## src/hdl/i2cem_pkg.sv

```systemverilog
// ---------------------------------------------------------------------------
// i2cem_pkg
// Shared types, codes and constants of the I2C EEPROM master.
// ---------------------------------------------------------------------------
package i2cem_pkg;

    localparam int unsigned PAGE_BYTES  = 8;   // largest accepted page write
    localparam int unsigned BUF_SLOTS   = 8;   // write buffer depth
    localparam int unsigned BUF_IDX_W   = 3;   // index width into the buffer
    localparam int unsigned QUEUE_DEPTH = 2;   // front-to-back queue, power of two
    localparam int unsigned IN_TDATA_W  = 32;
    localparam int unsigned OUT_TDATA_W = 16;
    localparam int unsigned CFG_IDX_W   = 2;

    localparam logic [7:0] DEV_WR_ADDR_RST = 8'hA0;
    localparam logic [7:0] DEV_RD_ADDR_RST = 8'hA1;

    // configuration register indexes
    localparam logic [CFG_IDX_W-1:0] CFG_DEV_WR = 2'd0;
    localparam logic [CFG_IDX_W-1:0] CFG_DEV_RD = 2'd1;

    // input item function codes
    localparam logic [1:0] FUNC_TICK  = 2'd0;
    localparam logic [1:0] FUNC_LOAD  = 2'd1;
    localparam logic [1:0] FUNC_WRITE = 2'd2;
    localparam logic [1:0] FUNC_READ  = 2'd3;

    typedef enum logic [1:0] {
        KIND_TICK,
        KIND_LOAD,
        KIND_WRITE,
        KIND_READ
    } t_kind;

    typedef enum logic [2:0] {
        PH_IDLE,
        PH_START,
        PH_SEND,
        PH_RACK,
        PH_RECV,
        PH_MACK,
        PH_RESTART,
        PH_STOP
    } t_phase;

    typedef enum logic [1:0] {
        ST_DEVW,
        ST_MEM,
        ST_DATA,
        ST_DEVR
    } t_stage;

    typedef enum logic [2:0] {
        ERR_OK,
        ERR_NACK_DEVW,
        ERR_NACK_MEM,
        ERR_NACK_DATA,
        ERR_NACK_DEVR,
        ERR_TOO_LONG
    } t_err;

    // classified item, front to back
    typedef struct packed {
        t_kind                kind;
        logic                 too_long;
        logic                 sda_in;
        logic [7:0]           mem_addr;
        logic [7:0]           length;
        logic [BUF_IDX_W-1:0] buf_index;
        logic [7:0]           write_byte;
    } t_cmd;

    // one result item
    typedef struct packed {
        logic       scl_level;
        logic       sda_level;
        logic       busy_res;
        logic [7:0] read_data;
        logic       read_valid;
        logic       last_read;
        logic       done_res;
        t_err       error_code;
    } t_res;

    // configuration write
    typedef struct packed {
        logic                 valid;
        logic [CFG_IDX_W-1:0] index;
        logic [7:0]           data;
    } t_cfg_wr;

    function automatic t_err nack_err(input t_stage stage);
        t_err e;
        unique case (stage)
            ST_DEVW: e = ERR_NACK_DEVW;
            ST_MEM:  e = ERR_NACK_MEM;
            ST_DATA: e = ERR_NACK_DATA;
            ST_DEVR: e = ERR_NACK_DEVR;
        endcase
        return e;
    endfunction

endpackage

```

## src/hdl/i2cem_front.sv

```systemverilog
// ---------------------------------------------------------------------------
// i2cem_front
// Accepts input items, decodes the function code and flags oversize writes.
// ---------------------------------------------------------------------------
module i2cem_front (
    input  logic                          i_clk,
    input  logic                          i_rst_n,
    input  logic                          i_valid,
    output logic                          o_ready,
    input  logic [1:0]                    i_func,
    input  logic [i2cem_pkg::IN_TDATA_W-1:0] i_data,
    output logic                          o_valid,
    input  logic                          i_ready,
    output i2cem_pkg::t_cmd               o_cmd
);
    import i2cem_pkg::*;

    logic r_valid;
    t_cmd r_cmd;
    t_cmd n_cmd;

    always_comb begin
        n_cmd.sda_in     = i_data[0];
        n_cmd.mem_addr   = i_data[8:1];
        n_cmd.length     = i_data[16:9];
        n_cmd.buf_index  = i_data[19:17];
        n_cmd.write_byte = i_data[27:20];
        n_cmd.too_long   = (i_data[16:9] > 8'(PAGE_BYTES));
        unique case (i_func)
            FUNC_TICK:  n_cmd.kind = KIND_TICK;
            FUNC_LOAD:  n_cmd.kind = KIND_LOAD;
            FUNC_WRITE: n_cmd.kind = KIND_WRITE;
            FUNC_READ:  n_cmd.kind = KIND_READ;
        endcase
    end

    assign o_ready = !r_valid || i_ready;
    assign o_valid = r_valid;
    assign o_cmd   = r_cmd;

    always_ff @(posedge i_clk) begin
        if (!i_rst_n) begin
            r_valid <= 1'b0;
        end else if (o_ready) begin
            r_valid <= i_valid;
        end
    end

    always_ff @(posedge i_clk) begin
        if (o_ready && i_valid) begin
            r_cmd <= n_cmd;
        end
    end

endmodule

```

## src/hdl/i2cem_queue.sv

```systemverilog
// ---------------------------------------------------------------------------
// i2cem_queue
// Short queue of classified items between the front and the sequencer.
// ---------------------------------------------------------------------------
module i2cem_queue (
    input  logic            i_clk,
    input  logic            i_rst_n,
    input  logic            i_push,
    output logic            o_ready,
    input  i2cem_pkg::t_cmd i_cmd,
    output logic            o_valid,
    input  logic            i_pop,
    output i2cem_pkg::t_cmd o_cmd
);
    import i2cem_pkg::*;

    localparam int unsigned PTR_W = (QUEUE_DEPTH > 1) ? $clog2(QUEUE_DEPTH) : 1;
    localparam int unsigned CNT_W = $clog2(QUEUE_DEPTH + 1);

    t_cmd             r_mem [QUEUE_DEPTH];
    logic [PTR_W-1:0] r_wr_ptr;
    logic [PTR_W-1:0] r_rd_ptr;
    logic [CNT_W-1:0] r_count;
    logic             do_push;
    logic             do_pop;

    assign o_ready = (r_count != CNT_W'(QUEUE_DEPTH));
    assign o_valid = (r_count != '0);
    assign o_cmd   = r_mem[r_rd_ptr];
    assign do_push = i_push && o_ready;
    assign do_pop  = i_pop && o_valid;

    always_ff @(posedge i_clk) begin
        if (!i_rst_n) begin
            r_wr_ptr <= '0;
            r_rd_ptr <= '0;
            r_count  <= '0;
        end else begin
            if (do_push) begin
                r_wr_ptr <= r_wr_ptr + PTR_W'(1);
            end
            if (do_pop) begin
                r_rd_ptr <= r_rd_ptr + PTR_W'(1);
            end
            if (do_push && !do_pop) begin
                r_count <= r_count + CNT_W'(1);
            end else if (do_pop && !do_push) begin
                r_count <= r_count - CNT_W'(1);
            end
        end
    end

    always_ff @(posedge i_clk) begin
        if (do_push) begin
            r_mem[r_wr_ptr] <= i_cmd;
        end
    end

endmodule

```

## src/hdl/i2cem_seq.sv

```systemverilog
// ---------------------------------------------------------------------------
// i2cem_seq
// Bus sequencer: one half bit period per tick item, result register out.
// ---------------------------------------------------------------------------
module i2cem_seq (
    input  logic               i_clk,
    input  logic               i_rst_n,
    input  i2cem_pkg::t_cfg_wr i_cfg,
    input  logic               i_valid,
    output logic               o_pop,
    input  i2cem_pkg::t_cmd    i_cmd,
    output logic               o_valid,
    input  logic               i_ready,
    output i2cem_pkg::t_res    o_res
);
    import i2cem_pkg::*;

    logic [7:0]           r_dev_wr;
    logic [7:0]           r_dev_rd;
    t_phase               r_phase,      n_phase;
    logic [1:0]           r_half,       n_half;
    logic [3:0]           r_bit_cnt,    n_bit_cnt;
    logic [7:0]           r_shift,      n_shift;
    logic [7:0]           r_byte_cnt,   n_byte_cnt;
    logic [7:0]           r_target,     n_target;
    logic [7:0]           r_start_addr, n_start_addr;
    logic                 r_is_read,    n_is_read;
    t_stage               r_stage,      n_stage;
    t_err                 r_pend_err,   n_pend_err;
    logic                 r_scl,        n_scl;
    logic                 r_sda,        n_sda;
    logic [7:0]           r_wbuf [BUF_SLOTS];
    logic                 r_out_valid;
    t_res                 r_out,        n_out;
    logic                 step;
    logic                 wbuf_we;
    logic [BUF_IDX_W-1:0] rd_idx;
    logic [7:0]           rd_byte;
    logic [7:0]           byte_inc;

    assign o_pop    = !r_out_valid || i_ready;
    assign step     = o_pop && i_valid;
    assign o_valid  = r_out_valid;
    assign o_res    = r_out;
    assign byte_inc = r_byte_cnt + 8'd1;
    assign rd_idx   = (r_stage == ST_MEM) ? '0 : byte_inc[BUF_IDX_W-1:0];
    assign rd_byte  = r_wbuf[rd_idx];
    assign wbuf_we  = step && (r_phase == PH_IDLE) && (i_cmd.kind == KIND_LOAD);

    always_comb begin
        n_phase      = r_phase;
        n_half       = r_half;
        n_bit_cnt    = r_bit_cnt;
        n_shift      = r_shift;
        n_byte_cnt   = r_byte_cnt;
        n_target     = r_target;
        n_start_addr = r_start_addr;
        n_is_read    = r_is_read;
        n_stage      = r_stage;
        n_pend_err   = r_pend_err;
        n_scl        = r_scl;
        n_sda        = r_sda;
        n_out        = '0;

        if (r_phase == PH_IDLE) begin
            if (i_cmd.kind == KIND_WRITE && i_cmd.too_long) begin
                n_out.done_res   = 1'b1;
                n_out.error_code = ERR_TOO_LONG;
            end else if (i_cmd.kind == KIND_WRITE || i_cmd.kind == KIND_READ) begin
                n_start_addr = i_cmd.mem_addr;
                n_target     = i_cmd.length;
                n_is_read    = (i_cmd.kind == KIND_READ);
                n_stage      = ST_DEVW;
                n_pend_err   = ERR_OK;
                n_byte_cnt   = '0;
                n_phase      = PH_START;
                n_half       = '0;
            end
        end else if (i_cmd.kind == KIND_TICK) begin
            unique case (r_phase)
                PH_START: begin
                    if (r_half == 2'd0) begin
                        n_scl = 1'b1; n_sda = 1'b1; n_half = 2'd1;
                    end else if (r_half == 2'd1) begin
                        n_scl = 1'b1; n_sda = 1'b0; n_half = 2'd2;
                    end else begin
                        n_scl     = 1'b0; n_sda = 1'b0;
                        n_phase   = PH_SEND;
                        n_half    = '0;
                        n_bit_cnt = '0;
                        n_shift   = (r_stage == ST_DEVR) ? r_dev_rd : r_dev_wr;
                    end
                end
                PH_RESTART: begin
                    n_scl   = 1'b0; n_sda = 1'b1;
                    n_phase = PH_START;
                    n_half  = '0;
                end
                PH_SEND: begin
                    n_sda = r_shift[7];
                    if (r_half == 2'd0) begin
                        n_scl  = 1'b0;
                        n_half = 2'd1;
                    end else begin
                        n_scl     = 1'b1;
                        n_half    = '0;
                        n_shift   = {r_shift[6:0], 1'b0};
                        n_bit_cnt = r_bit_cnt + 4'd1;
                        if (r_bit_cnt == 4'd7) begin
                            n_phase = PH_RACK;
                        end
                    end
                end
                PH_RACK: begin
                    n_sda = 1'b1;
                    if (r_half == 2'd0) begin
                        n_scl  = 1'b0;
                        n_half = 2'd1;
                    end else begin
                        n_scl  = 1'b1;
                        n_half = '0;
                        // prepare a byte send; overridden below where not wanted
                        n_bit_cnt = '0;
                        priority if (i_cmd.sda_in) begin
                            n_pend_err = nack_err(r_stage);
                            n_phase    = PH_STOP;
                        end else if (r_stage == ST_DEVW) begin
                            n_stage = ST_MEM;
                            n_phase = PH_SEND;
                            n_shift = r_start_addr;
                        end else if (r_stage == ST_MEM) begin
                            priority if (r_is_read) begin
                                n_stage = ST_DEVR;
                                n_phase = PH_RESTART;
                            end else if (r_target == 8'd0) begin
                                n_phase = PH_STOP;
                            end else begin
                                n_stage    = ST_DATA;
                                n_byte_cnt = '0;
                                n_phase    = PH_SEND;
                                n_shift    = rd_byte;
                            end
                        end else if (r_stage == ST_DATA) begin
                            n_byte_cnt = byte_inc;
                            if (byte_inc == r_target) begin
                                n_phase = PH_STOP;
                            end else begin
                                n_phase = PH_SEND;
                                n_shift = rd_byte;
                            end
                        end else begin
                            n_byte_cnt = '0;
                            if (r_target == 8'd0) begin
                                n_phase = PH_STOP;
                            end else begin
                                n_phase = PH_RECV;
                                n_shift = '0;
                            end
                        end
                    end
                end
                PH_RECV: begin
                    n_sda = 1'b1;
                    if (r_half == 2'd0) begin
                        n_scl  = 1'b0;
                        n_half = 2'd1;
                    end else begin
                        n_scl     = 1'b1;
                        n_half    = '0;
                        n_shift   = {r_shift[6:0], i_cmd.sda_in};
                        n_bit_cnt = r_bit_cnt + 4'd1;
                        if (r_bit_cnt == 4'd7) begin
                            n_out.read_data  = {r_shift[6:0], i_cmd.sda_in};
                            n_out.read_valid = 1'b1;
                            n_out.last_read  = (byte_inc == r_target);
                            n_phase          = PH_MACK;
                        end
                    end
                end
                PH_MACK: begin
                    n_sda = (byte_inc == r_target);
                    if (r_half == 2'd0) begin
                        n_scl  = 1'b0;
                        n_half = 2'd1;
                    end else begin
                        n_scl      = 1'b1;
                        n_half     = '0;
                        n_byte_cnt = byte_inc;
                        if (byte_inc == r_target) begin
                            n_phase = PH_STOP;
                        end else begin
                            n_phase   = PH_RECV;
                            n_bit_cnt = '0;
                            n_shift   = '0;
                        end
                    end
                end
                PH_STOP: begin
                    if (r_half == 2'd0) begin
                        n_scl = 1'b0; n_sda = 1'b0; n_half = 2'd1;
                    end else if (r_half == 2'd1) begin
                        n_scl = 1'b1; n_sda = 1'b0; n_half = 2'd2;
                    end else begin
                        n_scl            = 1'b1; n_sda = 1'b1;
                        n_out.done_res   = 1'b1;
                        n_out.error_code = r_pend_err;
                        n_phase          = PH_IDLE;
                        n_half           = '0;
                    end
                end
                PH_IDLE: begin
                    n_scl = 1'b1;
                    n_sda = 1'b1;
                end
            endcase
        end

        n_out.scl_level = n_scl;
        n_out.sda_level = n_sda;
        n_out.busy_res  = (n_phase != PH_IDLE);
    end

    always_ff @(posedge i_clk) begin
        if (!i_rst_n) begin
            r_dev_wr     <= DEV_WR_ADDR_RST;
            r_dev_rd     <= DEV_RD_ADDR_RST;
            r_phase      <= PH_IDLE;
            r_half       <= '0;
            r_bit_cnt    <= '0;
            r_shift      <= '0;
            r_byte_cnt   <= '0;
            r_target     <= '0;
            r_start_addr <= '0;
            r_is_read    <= 1'b0;
            r_stage      <= ST_DEVW;
            r_pend_err   <= ERR_OK;
            r_scl        <= 1'b1;
            r_sda        <= 1'b1;
            r_out_valid  <= 1'b0;
        end else begin
            if (i_cfg.valid && i_cfg.index == CFG_DEV_WR) begin
                r_dev_wr <= i_cfg.data;
            end
            if (i_cfg.valid && i_cfg.index == CFG_DEV_RD) begin
                r_dev_rd <= i_cfg.data;
            end
            if (step) begin
                r_phase      <= n_phase;
                r_half       <= n_half;
                r_bit_cnt    <= n_bit_cnt;
                r_shift      <= n_shift;
                r_byte_cnt   <= n_byte_cnt;
                r_target     <= n_target;
                r_start_addr <= n_start_addr;
                r_is_read    <= n_is_read;
                r_stage      <= n_stage;
                r_pend_err   <= n_pend_err;
                r_scl        <= n_scl;
                r_sda        <= n_sda;
            end
            if (o_pop) begin
                r_out_valid <= i_valid;
            end
        end
    end

    always_ff @(posedge i_clk) begin
        if (step) begin
            r_out <= n_out;
        end
        if (wbuf_we) begin
            r_wbuf[i_cmd.buf_index] <= i_cmd.write_byte;
        end
    end

    a_idle_released: assert property (@(posedge i_clk) disable iff (!i_rst_n)
        r_phase == PH_IDLE |-> r_scl && r_sda)
        else $error("lines not released while idle");

    a_done_not_busy: assert property (@(posedge i_clk) disable iff (!i_rst_n)
        r_out_valid && r_out.done_res |-> !r_out.busy_res && r_out.scl_level
                                          && r_out.sda_level)
        else $error("finished transaction still busy or lines held");

    a_err_only_done: assert property (@(posedge i_clk) disable iff (!i_rst_n)
        r_out_valid && !r_out.done_res |-> r_out.error_code == ERR_OK)
        else $error("error code without completion");

    a_rx_scl_high: assert property (@(posedge i_clk) disable iff (!i_rst_n)
        r_out_valid && r_out.read_valid |-> r_out.scl_level && r_out.busy_res)
        else $error("received byte outside a read bit");

    a_bit_cnt_range: assert property (@(posedge i_clk) disable iff (!i_rst_n)
        r_bit_cnt <= 4'd8)
        else $error("bit counter overran");

endmodule

```

## src/hdl/i2c_eeprom_master.sv

```systemverilog
// ---------------------------------------------------------------------------
// i2c_eeprom_master
// I2C master for a small serial EEPROM: page write and random read.
// ---------------------------------------------------------------------------
// Each input item gives exactly one result item. Items are taken one per clock
// cycle and results follow in order through the decode register, the two-entry
// queue and the sequencer result register; the sequencer retires one item per
// cycle, so the sustained rate is one item per cycle whenever the result side
// keeps tready high. A tick item is one half bit period on the bus and
// moves the sequencer by one step; start and load items are honoured only
// while no transaction runs. Line levels in each result are the open-drain
// drive after that item (1 released). Write device and read device address
// bytes come from configuration registers 0 and 1 (reset 0xA0 and 0xA1);
// write them only while the block is idle. A page write longer than the page
// size returns at once with error code 5. A missing acknowledge ends the
// transaction with a stop and an error code naming the byte that failed.
// Sending a buffer slot never loaded since reset yields an undefined byte.
// ---------------------------------------------------------------------------
module i2c_eeprom_master (
    input  logic                                  i_clk,
    input  logic                                  i_rst_n,
    // configuration write channel
    input  logic                                  i_cfg_valid,
    output logic                                  o_cfg_ready,
    input  logic [i2cem_pkg::CFG_IDX_W-1:0]       i_cfg_index,
    input  logic [7:0]                            i_cfg_data,
    // input items
    input  logic                                  i_s_axis_tvalid,
    output logic                                  o_s_axis_tready,
    // [0] sda_in, [8:1] mem_addr, [16:9] length, [19:17] buf_index,
    // [27:20] write_byte, [31:28] zero
    input  logic [i2cem_pkg::IN_TDATA_W-1:0]      i_s_axis_tdata,
    // [1:0] func
    input  logic [1:0]                            i_s_axis_tuser,
    // result items
    output logic                                  o_m_axis_tvalid,
    input  logic                                  i_m_axis_tready,
    // [0] scl_level, [1] sda_level, [2] busy_res, [10:3] read_data,
    // [11] read_valid, [12] done_res, [15:13] error_code
    output logic [i2cem_pkg::OUT_TDATA_W-1:0]     o_m_axis_tdata,
    // last_read
    output logic                                  o_m_axis_tlast
);
    import i2cem_pkg::*;

    t_cmd    front_cmd;
    t_cmd    queue_cmd;
    logic    front_valid;
    logic    queue_ready;
    logic    queue_valid;
    logic    seq_pop;
    t_res    res;
    t_cfg_wr cfg_wr;

    // configuration is always taken
    assign o_cfg_ready  = 1'b1;
    assign cfg_wr.valid = i_cfg_valid;
    assign cfg_wr.index = i_cfg_index;
    assign cfg_wr.data  = i_cfg_data;

    // decode and classify
    i2cem_front u_front (
        .i_clk   (i_clk),
        .i_rst_n (i_rst_n),
        .i_valid (i_s_axis_tvalid),
        .o_ready (o_s_axis_tready),
        .i_func  (i_s_axis_tuser),
        .i_data  (i_s_axis_tdata),
        .o_valid (front_valid),
        .i_ready (queue_ready),
        .o_cmd   (front_cmd)
    );

    // decouple front from sequencer
    i2cem_queue u_queue (
        .i_clk   (i_clk),
        .i_rst_n (i_rst_n),
        .i_push  (front_valid),
        .o_ready (queue_ready),
        .i_cmd   (front_cmd),
        .o_valid (queue_valid),
        .i_pop   (seq_pop),
        .o_cmd   (queue_cmd)
    );

    // drive the bus sequence and hold the result until taken
    i2cem_seq u_seq (
        .i_clk   (i_clk),
        .i_rst_n (i_rst_n),
        .i_cfg   (cfg_wr),
        .i_valid (queue_valid),
        .o_pop   (seq_pop),
        .i_cmd   (queue_cmd),
        .o_valid (o_m_axis_tvalid),
        .i_ready (i_m_axis_tready),
        .o_res   (res)
    );

    assign o_m_axis_tdata = {res.error_code, res.done_res, res.read_valid,
                             res.read_data, res.busy_res, res.sda_level, res.scl_level};
    assign o_m_axis_tlast = res.last_read;

endmodule
```

## config.mk

```make
export PLATFORM = sky130hd
export DESIGN_NAME = i2c_eeprom_master
export DESIGN_NICKNAME = d
export VERILOG_FILES = /design/src/hdl/i2cem_pkg.sv /design/src/hdl/i2cem_front.sv /design/src/hdl/i2cem_queue.sv /design/src/hdl/i2cem_seq.sv /design/src/hdl/i2c_eeprom_master.sv
export SDC_FILE = /design/constraint.sdc
export NUM_CORES = 1
export LEC_CHECK = 0
export BUFFER_PORTS_ARGS = -buffer_cell sky130_fd_sc_hd__buf_2
export CELL_PAD_IN_SITES_DETAIL_PLACEMENT = 0
export CELL_PAD_IN_SITES_GLOBAL_PLACEMENT = 2
export CORE_MARGIN = 2
export CORE_UTILIZATION = 43
export CTS_BUF_LIST = sky130_fd_sc_hd__clkbuf_4
export CTS_CLUSTER_SIZE = 12
export DETAILED_ROUTE_END_ITERATION = 8
export PLACE_DENSITY_LB_ADDON = 0.1
export SYNTH_ARGS = -nofsm -noshare
export SYNTH_HDL_FRONTEND = slang
export SYNTH_HIERARCHICAL = 1
export SYNTH_SLANG_ARGS = --single-unit
```

## constraint.sdc

```tcl
create_clock -name i_clk -period 3.6 [get_ports i_clk]
set_input_delay 0.18 -clock i_clk [delete_from_list [all_inputs] [get_ports i_clk]]
set_output_delay 0.18 -clock i_clk [all_outputs]
set_load 0.05 [all_outputs]
```

==> summary by stage <==
Status
The flow ran to the end, and the final reports show no timing, DRC or antenna violations.

Final layout
The fill cell instance count of the final layout is ~2200. The final layout contains 1079 nets. The fraction of final layout cells sized beyond drive strength 1 is 0.241. The post-layout instance area is 0.0126 sq mm.

The area growth from synthesis to layout is 19.5%. The final core utilization is 0.521.

Worst setup path
Grouping stages by cell kind, the critical path spends the most delay in simple AND/OR/NAND/NOR gates. The number of buffers and inverters on the critical path is 1. The type of the worst setup path is register to register. Data on the critical path is required at its endpoint by about 4.2 ns. The worst setup path is captured at a register. The stage delay of the slowest cell on the critical path is just over 1 ns. The slowest stage of the critical path belongs to the cell sky130_fd_sc_hd__nor2b_1.

The launch point of the worst reg-to-reg path is u_seq/r_stage[1]. At the worst endpoint, the arrival time is between 3 and 4 ns. The critical path starts at u_seq/r_stage[1]. The worst setup path is launched from a register. Traced cell by cell, the critical path runs through inv_1, ha_1, nor2b_1, a22oi_1, o21ai_0, nand2_1, a41oi_1, o221ai_1, mux2i_1.

The critical-path maximum fanout is 15.

Timing
The final hold violation count is 0. The final sum of negative setup slack is 0 ns. On the final layout, the worst hold slack is around 0.058 ns. Setup repair after global routing left no endpoint under its margin. The largest clock skew in the final design is between 0.04 and 0.05 ns. For the finished layout, the period the worst path requires is 3.08 ns. The worst-case headroom to the max-slew limit is 0.156. The final max-slew violation count is 0.

Dividing the final minimum period by the clock period gives 0.856. The maximum clock rate is approximately 0.32 GHz. The final worst-path setup slack is 0.517 ns. The setup-violating endpoint count in the final report is 0.

The transition time at the pin with the least slew margin is between 1 and 1.5 ns.

GRT
For this run the aggregate overflow at the end of global routing stands at 0. For this run, the total global-route usage over all layers was measured as 0.190. The global-route wire length before repair is 38400 microns. The number of antenna violations at the first check in global routing came to 1. The pin count of the biggest net entering global routing is 49. The via count of the first global-routing pass came to around 7400.

Clock network
The clock latency on the worst-skew pair is ~0.67 ns. TritonCTS built the clock tree. After clock tree synthesis, the flow added hold-fix buffers numbering 44. Clock tree synthesis found a total of around 250 sinks.

Buffers inserted during clock tree synthesis total 68. The cell sitting at the root of the clock tree is a sky130_fd_sc_hd__clkbuf_4. In this run the deepest clock path goes through 3 buffers. After clock tree synthesis, the clock-pin slew on the worst setup and hold paths is 0.07 ns. In this run the number of H-tree levels came out at 3. Post-CTS timing repair inserted 0 buffers for setup. The post-cts sizing count is 0.

Placement
The setup slack at placement is between 0.5 and 0.6 ns. After legalization and detailed placement, the total HPWL measured about 16000 microns. During placement, the flow inserted port buffers numbering 63. Once placement finished, the instance area stood at between 0.01 and 0.015 sq mm. At the end of routability-driven placement, the weighted congestion stood at approximately 0.84.

Logic synthesis
Yosys mapped a number of flops with a built-in enable equal to 174. The post-synthesis net count is between 900 and 1000. After synthesis, the mean cell area works out to roughly 12 sq um. After technology mapping, the gate count stands at between 800 and 900. The number of register bits inferred by synthesis is between 200 and 250. In the synthesized netlist the async set-or-reset flop fraction comes to 0. The count of warnings emitted by yosys is 6. The synthesized cell area is around 0.011 sq mm. After synthesis, the netlist uses 66 different library cells.

In the synthesized netlist the dominant register cell turns out to be sky130_fd_sc_hd__edfxtp_1. Of the synthesized area, sequential elements account for 0.632.

Power and ir drop
Of the total power, the share spent switching nets is 0.312. The fraction of power consumed by combinational cells is 0.217. The cell area power density is roughly 610 mW/mm^2.

Of the total power, registers draw 0.454. The analysis attributes to cell leakage a power of 0.00447 uW. The power spent charging and discharging nets is 2400 uW.

The internal portion of total power is about 5300 uW. Across the VDD grid, the largest voltage drop is between 0.4 and 0.5 mV. Of the total power, the clock network draws 0.329.

Floorplanning
The die area is about 0.026 sq mm. 69 I/O pins were placed. The y dimension of the die is ~160 microns. The core area is 0.0242 sq mm. The floorplan has 57 rows. The initial utilization of the core area, before any placement, comes to 0.436. Measured along the x axis, the die boundary spans 161 microns.

Detailed routing
The total wire length after detailed routing is ~24000 microns. In the final routed layout, each cell accounts on average for 17.1 microns. After detailed routing, the number of vias per cell comes to about 5.2. The number of DRC violations after detailed-routing iteration 0 is around 370. The first detailed-routing pass ran for 5 iterations. The detail route stage leaves a number of antenna-violating nets equal to 0.

The total number of vias is between 7000 and 8000. In the routed design, unresolved DRC markers number 0.

Min path
The worst hold path belongs to the class input pin to register. The origin of the worst min-delay path is i_rst_n.

Flow run
The number of violations of the max-capacitance limit is 0.
-- flip-flops by register name, indices dropped and copies added, names as in the netlist, 2 cells and up, named ones only --
| name | count |
|---|---|
| u_seq/r_half | 2 |
| u_queue/r_mem | 62 |
| u_seq/r_byte_cnt | 8 |
| u_seq/r_stage | 2 |
| u_seq/r_shift | 8 |
| u_front/o_cmd | 31 |
| u_seq/r_dev_rd | 8 |
| u_seq/r_dev_wr | 8 |
| u_queue/r_count | 2 |
| u_seq/o_res | 17 |
| u_seq/r_start_addr | 8 |
| u_seq/r_pend_err | 3 |
| u_seq/r_target | 8 |
| u_seq/r_wbuf | 64 |
| u_seq/r_bit_cnt | 4 |
| u_seq/r_phase | 3 |
-- synthesized netlist by cell type (3+ instances only) --
master                     instances  share of area
sky130_fd_sc_hd__o41ai_1           4         0.0033
sky130_fd_sc_hd__nor2_1           69          0.025
sky130_fd_sc_hd__a21oi_1          43          0.020
sky130_fd_sc_hd__a211oi_1         13         0.0093
sky130_fd_sc_hd__nand2b_1          9         0.0053
sky130_fd_sc_hd__or3_1             5         0.0030
sky130_fd_sc_hd__nand3b_1          5         0.0036
sky130_fd_sc_hd__buf_1             3         0.0011
sky130_fd_sc_hd__and3_1            4         0.0024
sky130_fd_sc_hd__nor4_1            4         0.0024
sky130_fd_sc_hd__o31ai_1           5         0.0036
sky130_fd_sc_hd__or2_2             3         0.0018
sky130_fd_sc_hd__mux2_2           48          0.051
sky130_fd_sc_hd__nand3_1          24          0.011
sky130_fd_sc_hd__nor3_1           14         0.0066
sky130_fd_sc_hd__o211ai_1          4         0.0028
sky130_fd_sc_hd__nor2b_1           3         0.0018
sky130_fd_sc_hd__nand2_1         104          0.037
sky130_fd_sc_hd__a22oi_1          13         0.0093
sky130_fd_sc_hd__dfxtp_1          72           0.14
sky130_fd_sc_hd__clkbuf_1         38          0.014
sky130_fd_sc_hd__inv_1            15         0.0053
sky130_fd_sc_hd__edfxtp_1        174           0.50
sky130_fd_sc_hd__nand4_1           4         0.0024
sky130_fd_sc_hd__and2_1           22          0.013
sky130_fd_sc_hd__ha_1              9          0.011
sky130_fd_sc_hd__o221ai_1          9         0.0075
sky130_fd_sc_hd__buf_2             7         0.0033
sky130_fd_sc_hd__o21ai_0          29          0.014
sky130_fd_sc_hd__a41oi_1           7         0.0058
sky130_fd_sc_hd__o21ai_1           6         0.0028
sky130_fd_sc_hd__xnor2_1           9         0.0075
sky130_fd_sc_hd__a31oi_1           4         0.0024
sky130_fd_sc_hd__mux2i_1          34          0.032
sky130_fd_sc_hd__a211o_1           7         0.0058
-- final cells by class --
class	count	area (sq um)	area share
diodes	1	2.50	0.000199
clock buffers	97	728	0.0578
clock inverters	27	163	0.0129
inverters	16	60.1	0.00477
multi-input cells	556	3620	0.288
flip-flops and latches	246	6670	0.529
well taps	324	405	0.0322
repair buffers	133	951	0.0755
-- placed cells by master (no fill, tap or decap), types with 13 or more instances in the layout --
master,n
sky130_fd_sc_hd__a211oi_1,13
sky130_fd_sc_hd__a21oi_1,43
sky130_fd_sc_hd__a22oi_1,13
sky130_fd_sc_hd__and2_1,22
sky130_fd_sc_hd__buf_2,63
sky130_fd_sc_hd__buf_4,26
sky130_fd_sc_hd__clkbuf_4,97
sky130_fd_sc_hd__clkinv_1,17
sky130_fd_sc_hd__dfxtp_1,72
sky130_fd_sc_hd__dlygate4sd3_1,44
sky130_fd_sc_hd__edfxtp_1,174
sky130_fd_sc_hd__inv_1,15
sky130_fd_sc_hd__mux2_2,48
sky130_fd_sc_hd__mux2i_1,34
sky130_fd_sc_hd__nand2_1,104
sky130_fd_sc_hd__nand3_1,24
sky130_fd_sc_hd__nor2_1,69
sky130_fd_sc_hd__nor3_1,14
sky130_fd_sc_hd__o21ai_0,29
-- worst paths after layout --
check	endpoint	cells past startpoint	slack, ns
setup reg to reg	u_seq/r_shift[4]	9	0.52
setup / recovery	u_seq/r_shift[4]	9	0.52
hold / removal	u_seq/r_dev_rd[0]	2	0.06
hold reg to reg	u_queue/r_mem[1][29]	0	0.44
-- metrics by stage --
step / instances / power (uW)
2_1_floorplan: 867 / 4690
3_3_place_gp: 1231 / 5150
3_5_place_dp: 1231 / 5180
4_1_cts: 1399 / 7790
5_1_grt: 1400 / 8130
6_report: 1400 / 7680
-- cell families after synthesis --
group | share of synthesized area
other | 0.000356
xor gates and xnor gates | 0.00914
buffers and inverters | 0.0243
and+or+nand+nor | 0.130
muxes | 0.0878
DFF | 0.632
adders and majority gates | 0.0107
AOI/OAI and AO/OA | 0.106
-- per-layer routing --
metal  vias up  part of all wire  wire length (microns)  global-route usage
met5         -                 0                      0                   0
met4         0             0.023                    548              0.0790
met3        47             0.041                    971              0.0390
met2       190              0.48                  11600               0.312
met1      3523              0.45                  10800               0.245
li1       3570                 -                      -                   -
-- power by group through the flow --
stage               clock network (uW)  registers (uW)  logic [uW]
floorplan                            0            3770         923
global placement                     0            3540        1610
detailed placement                   0            3550        1630
CTS                               2630            3490        1670
global route                      2790            3510        1820
finish                            2530            3490        1670
Note: power is estimated with default switching activity, not from simulation.
